===== src/sv/w512_pkg.sv =====
// Shared types and constants for the WELL512a generator.
`timescale 1ns / 1ps

package w512_pkg;

  localparam int unsigned POOL_WORDS = 16;
  localparam int unsigned IDX_W      = $clog2(POOL_WORDS);
  localparam int unsigned WORD_W     = 32;

  localparam logic [WORD_W-1:0] SEED_MULT   = 32'd1812433253;
  localparam logic [WORD_W-1:0] TEMPER_MASK = 32'hDA442D24;

  // Commands from controller to datapath
  typedef struct packed {
    logic draw;       // run one draw step and load the output word
    logic seed_load;  // load the seed into pool word 0
    logic seed_step;  // compute the next pool word of the seed fill
  } w512_cmd_t;

  // Status from datapath to controller
  typedef struct packed {
    logic fill_last;  // the current seed step writes the last pool word
  } w512_sts_t;

endpackage


===== src/sv/w512_ctrl.sv =====
// Controller for the WELL512a generator: handshakes and seed fill sequencing.
`timescale 1ns / 1ps

module w512_ctrl (
  input  logic                clk,
  input  logic                rst_n,
  input  logic                in_valid,
  input  logic                in_req_type,
  output logic                in_stall,
  output logic                out_valid,
  input  logic                out_stall,
  output w512_pkg::w512_cmd_t cmd,
  input  w512_pkg::w512_sts_t sts
);
  import w512_pkg::*;

  typedef enum logic [1:0] {
    ST_IDLE = 2'b01,
    ST_FILL = 2'b10
  } state_t;

  state_t state_r, state_nxt;
  logic   out_valid_r, out_valid_nxt;
  logic   in_accept;

  // Stall input during the fill, or while a finished word is still stalled
  assign in_stall  = (state_r == ST_FILL) || (out_valid_r && out_stall);
  assign in_accept = in_valid && !in_stall;
  assign out_valid = out_valid_r;

  // Decode commands and next state
  always_comb begin
    state_nxt     = state_r;
    cmd           = '0;
    unique case (state_r)
      ST_IDLE: begin
        if (in_accept) begin
          if (in_req_type) begin
            cmd.draw = 1'b1;
          end else begin
            cmd.seed_load = 1'b1;
            state_nxt     = ST_FILL;
          end
        end
      end
      ST_FILL: begin
        cmd.seed_step = 1'b1;
        if (sts.fill_last) begin
          state_nxt = ST_IDLE;
        end
      end
      default: begin
        state_nxt = ST_IDLE;
      end
    endcase
  end

  // Hold the output beat until taken, load it on a draw
  always_comb begin
    out_valid_nxt = out_valid_r;
    if (cmd.draw) begin
      out_valid_nxt = 1'b1;
    end else if (!out_stall) begin
      out_valid_nxt = 1'b0;
    end
  end

  always_ff @(posedge clk) begin
    if (!rst_n) begin
      state_r     <= ST_IDLE;
      out_valid_r <= 1'b0;
    end else begin
      state_r     <= state_nxt;
      out_valid_r <= out_valid_nxt;
    end
  end

`ifndef NO_ASSERTIONS
  a_fill_stalls: assert property (@(posedge clk) disable iff (!rst_n)
    (state_r == ST_FILL) |-> in_stall)
    else $error("input not stalled during seed fill");

  a_draw_shows: assert property (@(posedge clk) disable iff (!rst_n)
    cmd.draw |=> out_valid)
    else $error("draw did not raise output valid");

  a_fill_ends: assert property (@(posedge clk) disable iff (!rst_n)
    (state_r == ST_FILL && sts.fill_last) |=> (state_r == ST_IDLE))
    else $error("seed fill did not end after last word");

  a_no_overwrite: assert property (@(posedge clk) disable iff (!rst_n)
    (out_valid_r && out_stall) |-> !cmd.draw)
    else $error("draw overwrote a stalled output beat");
`endif

endmodule


===== src/sv/w512_dpath.sv =====
// Datapath for the WELL512a generator: rotating pool, seed recurrence, output word.
`timescale 1ns / 1ps

module w512_dpath (
  input  logic                clk,
  input  logic                rst_n,
  input  logic [31:0]         in_seed_value,
  output logic [31:0]         out_random_word,
  input  w512_pkg::w512_cmd_t cmd,
  output w512_pkg::w512_sts_t sts
);
  import w512_pkg::*;

  // Pool kept rotated so that slot j holds the word at position + j
  logic [WORD_W-1:0] pool_r [POOL_WORDS];
  logic [WORD_W-1:0] prev_r;
  logic [IDX_W-1:0]  cnt_r;
  logic [WORD_W-1:0] word_r;

  logic [WORD_W-1:0] mix;
  logic [WORD_W-1:0] prod;
  logic [WORD_W-1:0] seed_word;
  logic [WORD_W-1:0] v0, vm1, vm2, z0;
  logic [WORD_W-1:0] z1, z2, nv1, nv0;

  function automatic logic [WORD_W-1:0] xsl(input logic [WORD_W-1:0] v,
                                            input int unsigned       t);
    xsl = v ^ (v << t);
  endfunction

  // Seed recurrence: next word from the previous one
  assign mix       = prev_r ^ (prev_r >> 30);
  assign prod      = SEED_MULT * mix;
  assign seed_word = prod + {{(WORD_W-IDX_W){1'b0}}, cnt_r};
  assign sts.fill_last = (cnt_r == IDX_W'(POOL_WORDS - 1));

  // Draw mix from fixed pool taps
  assign v0  = pool_r[0];
  assign vm1 = pool_r[13];
  assign vm2 = pool_r[9];
  assign z0  = pool_r[POOL_WORDS-1];
  assign z1  = xsl(v0, 16) ^ xsl(vm1, 15);
  assign z2  = vm2 ^ (vm2 >> 11);
  assign nv1 = z1 ^ z2;
  assign nv0 = xsl(z0, 2) ^ xsl(z1, 18) ^ (z2 << 28) ^ (nv1 ^ ((nv1 << 5) & TEMPER_MASK));

  // Update pool: rotate on a draw, fill slot by slot on a seed
  always_ff @(posedge clk) begin
    if (!rst_n) begin
      for (int j = 0; j < POOL_WORDS; j++) begin
        pool_r[j] <= '0;
      end
      cnt_r <= '0;
    end else if (cmd.draw) begin
      pool_r[0] <= nv0;
      pool_r[1] <= nv1;
      for (int j = 2; j < POOL_WORDS; j++) begin
        pool_r[j] <= pool_r[j-1];
      end
    end else if (cmd.seed_load) begin
      pool_r[0] <= in_seed_value;
      cnt_r     <= IDX_W'(1);
    end else if (cmd.seed_step) begin
      pool_r[cnt_r] <= seed_word;
      cnt_r         <= cnt_r + IDX_W'(1);
    end
  end

  // Hold the previous seed word and the output word
  always_ff @(posedge clk) begin
    if (cmd.seed_load) begin
      prev_r <= in_seed_value;
    end else if (cmd.seed_step) begin
      prev_r <= seed_word;
    end
    if (cmd.draw) begin
      word_r <= nv0;
    end
  end

  assign out_random_word = word_r;

endmodule


===== src/sv/well512_random_generator.sv =====
// Top level of the WELL512a pseudo-random word generator.
`timescale 1ns / 1ps

// WELL512a generator with a sixteen-word pool. A draw beat (req_type 1) gives one
// registered 32-bit word; draws stream at one per cycle while the output
// side takes them, since the pool is held as a rotating register line with fixed
// taps and the result sits in an output register. A seed beat (req_type 0) gives
// no result and occupies the block while it loads the seed, then runs 15
// steps of the seed recurrence through a single 32x32 multiplier, one pool word
// per cycle; input is stalled meanwhile. After reset the pool is all zeros.
module well512_random_generator (
  input  logic        clk,
  input  logic        rst_n,
  input  logic        in_valid,
  output logic        in_stall,
  input  logic        in_req_type,
  input  logic [31:0] in_seed_value,
  output logic        out_valid,
  input  logic        out_stall,
  output logic [31:0] out_random_word
);
  import w512_pkg::*;

  w512_cmd_t cmd;
  w512_sts_t sts;

  w512_ctrl u_ctrl (
    .clk         (clk),
    .rst_n       (rst_n),
    .in_valid    (in_valid),
    .in_req_type (in_req_type),
    .in_stall    (in_stall),
    .out_valid   (out_valid),
    .out_stall   (out_stall),
    .cmd         (cmd),
    .sts         (sts)
  );

  w512_dpath u_dpath (
    .clk             (clk),
    .rst_n           (rst_n),
    .in_seed_value   (in_seed_value),
    .out_random_word (out_random_word),
    .cmd             (cmd),
    .sts             (sts)
  );

endmodule


===== config.mk =====
export PLATFORM = sky130hd
export DESIGN_NAME = well512_random_generator
export DESIGN_NICKNAME = d
export VERILOG_FILES = /design/src/sv/w512_pkg.sv /design/src/sv/w512_ctrl.sv /design/src/sv/w512_dpath.sv /design/src/sv/well512_random_generator.sv
export SDC_FILE = /design/constraint.sdc
export NUM_CORES = 1
export LEC_CHECK = 0
export ABC_AREA = 0
export BUFFER_PORTS_ARGS = -buffer_cell sky130_fd_sc_hd__buf_2
export CELL_PAD_IN_SITES_DETAIL_PLACEMENT = 0
export CELL_PAD_IN_SITES_GLOBAL_PLACEMENT = 1
export CORE_UTILIZATION = 50
export CTS_CLUSTER_DIAMETER = 100
export DETAILED_ROUTE_END_ITERATION = 8
export GPL_ROUTABILITY_DRIVEN = 0
export PLACE_DENSITY = 0.77
export SYNTH_ARGS = -nofsm -noshare
export SYNTH_HDL_FRONTEND = slang
export SYNTH_SLANG_ARGS = --single-unit

===== constraint.sdc =====
create_clock -name clk -period 22.1 [get_ports clk]
set_input_delay 1.105 -clock clk [delete_from_list [all_inputs] [get_ports clk]]
set_output_delay 1.105 -clock clk [all_outputs]
set_load 0.05 [all_outputs]

==> impl_metrics.tcl <==
set metrics [dict create \
    detailroute.via_count 26705 \
    routed.top_layer "met5" \
    cts-root-buf "clkbuf_16" \
    synth_area_leader_cell "edfxtp_1" \
    design_area_um2 39000 \
    dr_wl_met3_um 10800 \
    htree_num_levels 2 \
    drc_errors 0 \
    mostFrequentLayoutCells "576 x edfxtp_1, 359 x nand2_1, 343 x o21ai_0" \
    synth_top_flop_cell "edfxtp_1" \
    grt_max_degree 255 \
    ctsHoldBuffers 0 \
    dr.pass1.iters 7 \
    numCtsBuffers 59 \
    clkTransAtPathRegs_ps 70 \
    grt_pass1_vias 25944 \
    period_share_pct 37.1 \
    cts_tree "built" \
    holdWs_ps 522 \
    wl_met2_um 52100 \
    antenna_found_initial 1 \
    coreArea_um2 70300 \
    hold_viol 0 \
    synth_seq_area_share_pct 48.9 \
    layout_commonest_cell "edfxtp_1" \
    worstPathArrival_ps 8670 \
    grt_overflow 0 \
    rsz0062_at_grt "false" \
    dieWidth_um 269 \
    postCtsSetupBuffers 0 \
    worstSetupEndpointType "flip-flop" \
    core.rowCount 97 \
    cts_sinks 583 \
    critPathMaxFanout 23 \
    maxCapViolCount 0 \
    finalSetupViolations 0 \
    synth.avg_cell_area_um2 10.8 \
    portBuffers 70 \
    syn_nets 3703 \
    synth_area_leaders "edfxtp_1 49%, fa_1 8.3%, ha_1 7.7%, xnor2_1 5.1%, o21ai_0 4.8%" \
    netlist_instances 3299 \
    synth_warnings 0 \
    synth_top_area_share_pct 48.5 \
    die_h_um 269 \
    tightest_slew_ps 1360 \
    layout.nets 3672 \
    place_hpwl_um 78300 \
    fillers 5977 \
    grt_usage_pct 32.1 \
    final_max_slew_viol_count 0 \
    clockBufferDepth 3 \
    stdcell_count 4260 \
    min_period_ps 8190 \
    post_route_cells_drive_above_1_share_pct 8.38 \
    required_ps 22580 \
    place_area_um2 36900 \
    relSlewSlack_pct 9.07 \
    ys_types 70 \
    start_kind "flip-flop" \
    area_growth_pct 9.37 \
    holdPathStages 2 \
    first_iter_violations 3347 \
    outcome "finished, final reports clean" \
    drt_wl_total_um 114000 \
    drt-met1-wl_um 44900 \
    finalSetupTns_ps 0 \
    synth_edf_count 576 \
    ant_nets 0 \
    post_cts_resized 0 \
    initial_core_util_pct 50.7 \
    r2r_slack_ps 13910 \
    pin_count 71 \
    yosys_register_bits 583 \
    synth_area_um2 35700 \
    dp.cells 4147 \
    clk_latency_ps 660 \
    criticalPathCategory "reg2reg" \
    fmax_mhz 122 \
    reg2regPathDepth 23 \
    async_reset_ff_share_pct 0 \
    hp-class "reg2reg" \
    grt_pass1_wl_um 170000 \
    die-area_um2 72400 \
    detail_route.wl_per_cell_um 26.9 \
    skew_ps 42.6 \
    viasPerCell 6.27 \
]
==> worst paths after layout <==
path                       endpoint                  from
max          u_dpath.pool_r[15][30]    u_dpath.prev_r[30]
max reg2reg  u_dpath.pool_r[15][30]    u_dpath.prev_r[30]
min            u_dpath.pool_r[9][5]  u_dpath.pool_r[8][5]
min reg2reg    u_dpath.pool_r[9][5]  u_dpath.pool_r[8][5]
==> per-layer routing <==
layer | GRT usage (%) | vias to the layer above
met1 | 43.0 | 13233
li1 | - | 11655
met2 | 50.2 | 1500
met3 | 5.23 | 315
met4 | 16.9 | 2
met5 | 0 | -
==> critical path, stage by stage (launching register included) <==
cell and delay (ps):
edfxtp_1 440, xor2_1 570, xor2_1 350, ha_1 280, or2_2 290, ha_1 280
inv_1 50, fa_1 470, inv_1 50, ha_1 180, fa_1 470, fa_1 530
fa_1 500, inv_1 50, fa_1 470, inv_1 40, ha_1 400, a21o_1 210
a21o_1 190, a31o_2 260, a21oi_1 270, nand3_1 900, or3_1 670, nand3_1 110
==> cells by family after synthesis <==
kind of cell               share of synthesized area (%)
DFF                                                 48.9
adders and majority gates                           16.0
and+or+nand+nor                                     11.7
buffers and inverters                               5.18
xor gates and xnor gates                            6.39
AOI/OAI and AO/OA                                   11.2
muxes                                              0.681
==> through the flow <==
stage               utilization (%)  setup slack [ps]
floorplan                         -             15160
global placement               52.5             14230
detailed placement             52.5             14070
CTS                            55.5             14000
global route                   55.5             13600
finish                         55.5             13910
==> sequential cells by signal (all words and copies together) (netlist names) <==
name,cells
u_ctrl.state_r,2
u_dpath.prev_r,32
u_dpath.pool_r,512
u_ctrl.out_valid,1
u_dpath.out_random_word,32
u_dpath.cnt_r,4
==> cells in the mapped netlist (all sizes together), types with 23 or more instances <==
master,instances
a21oi,72
a22o,32
a31oi,23
buf,43
xor2,54
inv,251
xnor2,206
nand2,367
nor2,114
nor3,45
o31ai,32
clkbuf,186
edfxtp,576
o22ai,25
nand3,309
ha,219
fa,148
o21ai,374
==> layout make-up <==
cell class                 count  area [um2]  area share [%]
timing repair buffer         137         872            2.24
sequential                   583       17400            44.7
clock inverter                45         582            1.49
tap                          940        1180            3.02
antenna                        1        2.50         0.00642
clock buffer                  67        1510            3.86
inverter                     251         942            2.42
multi-input combinational   2236       16500            42.3
Power is left out: the tool's default activity adds up to more than one toggle a clock period on the data nets, which glitch-free logic cannot reach.
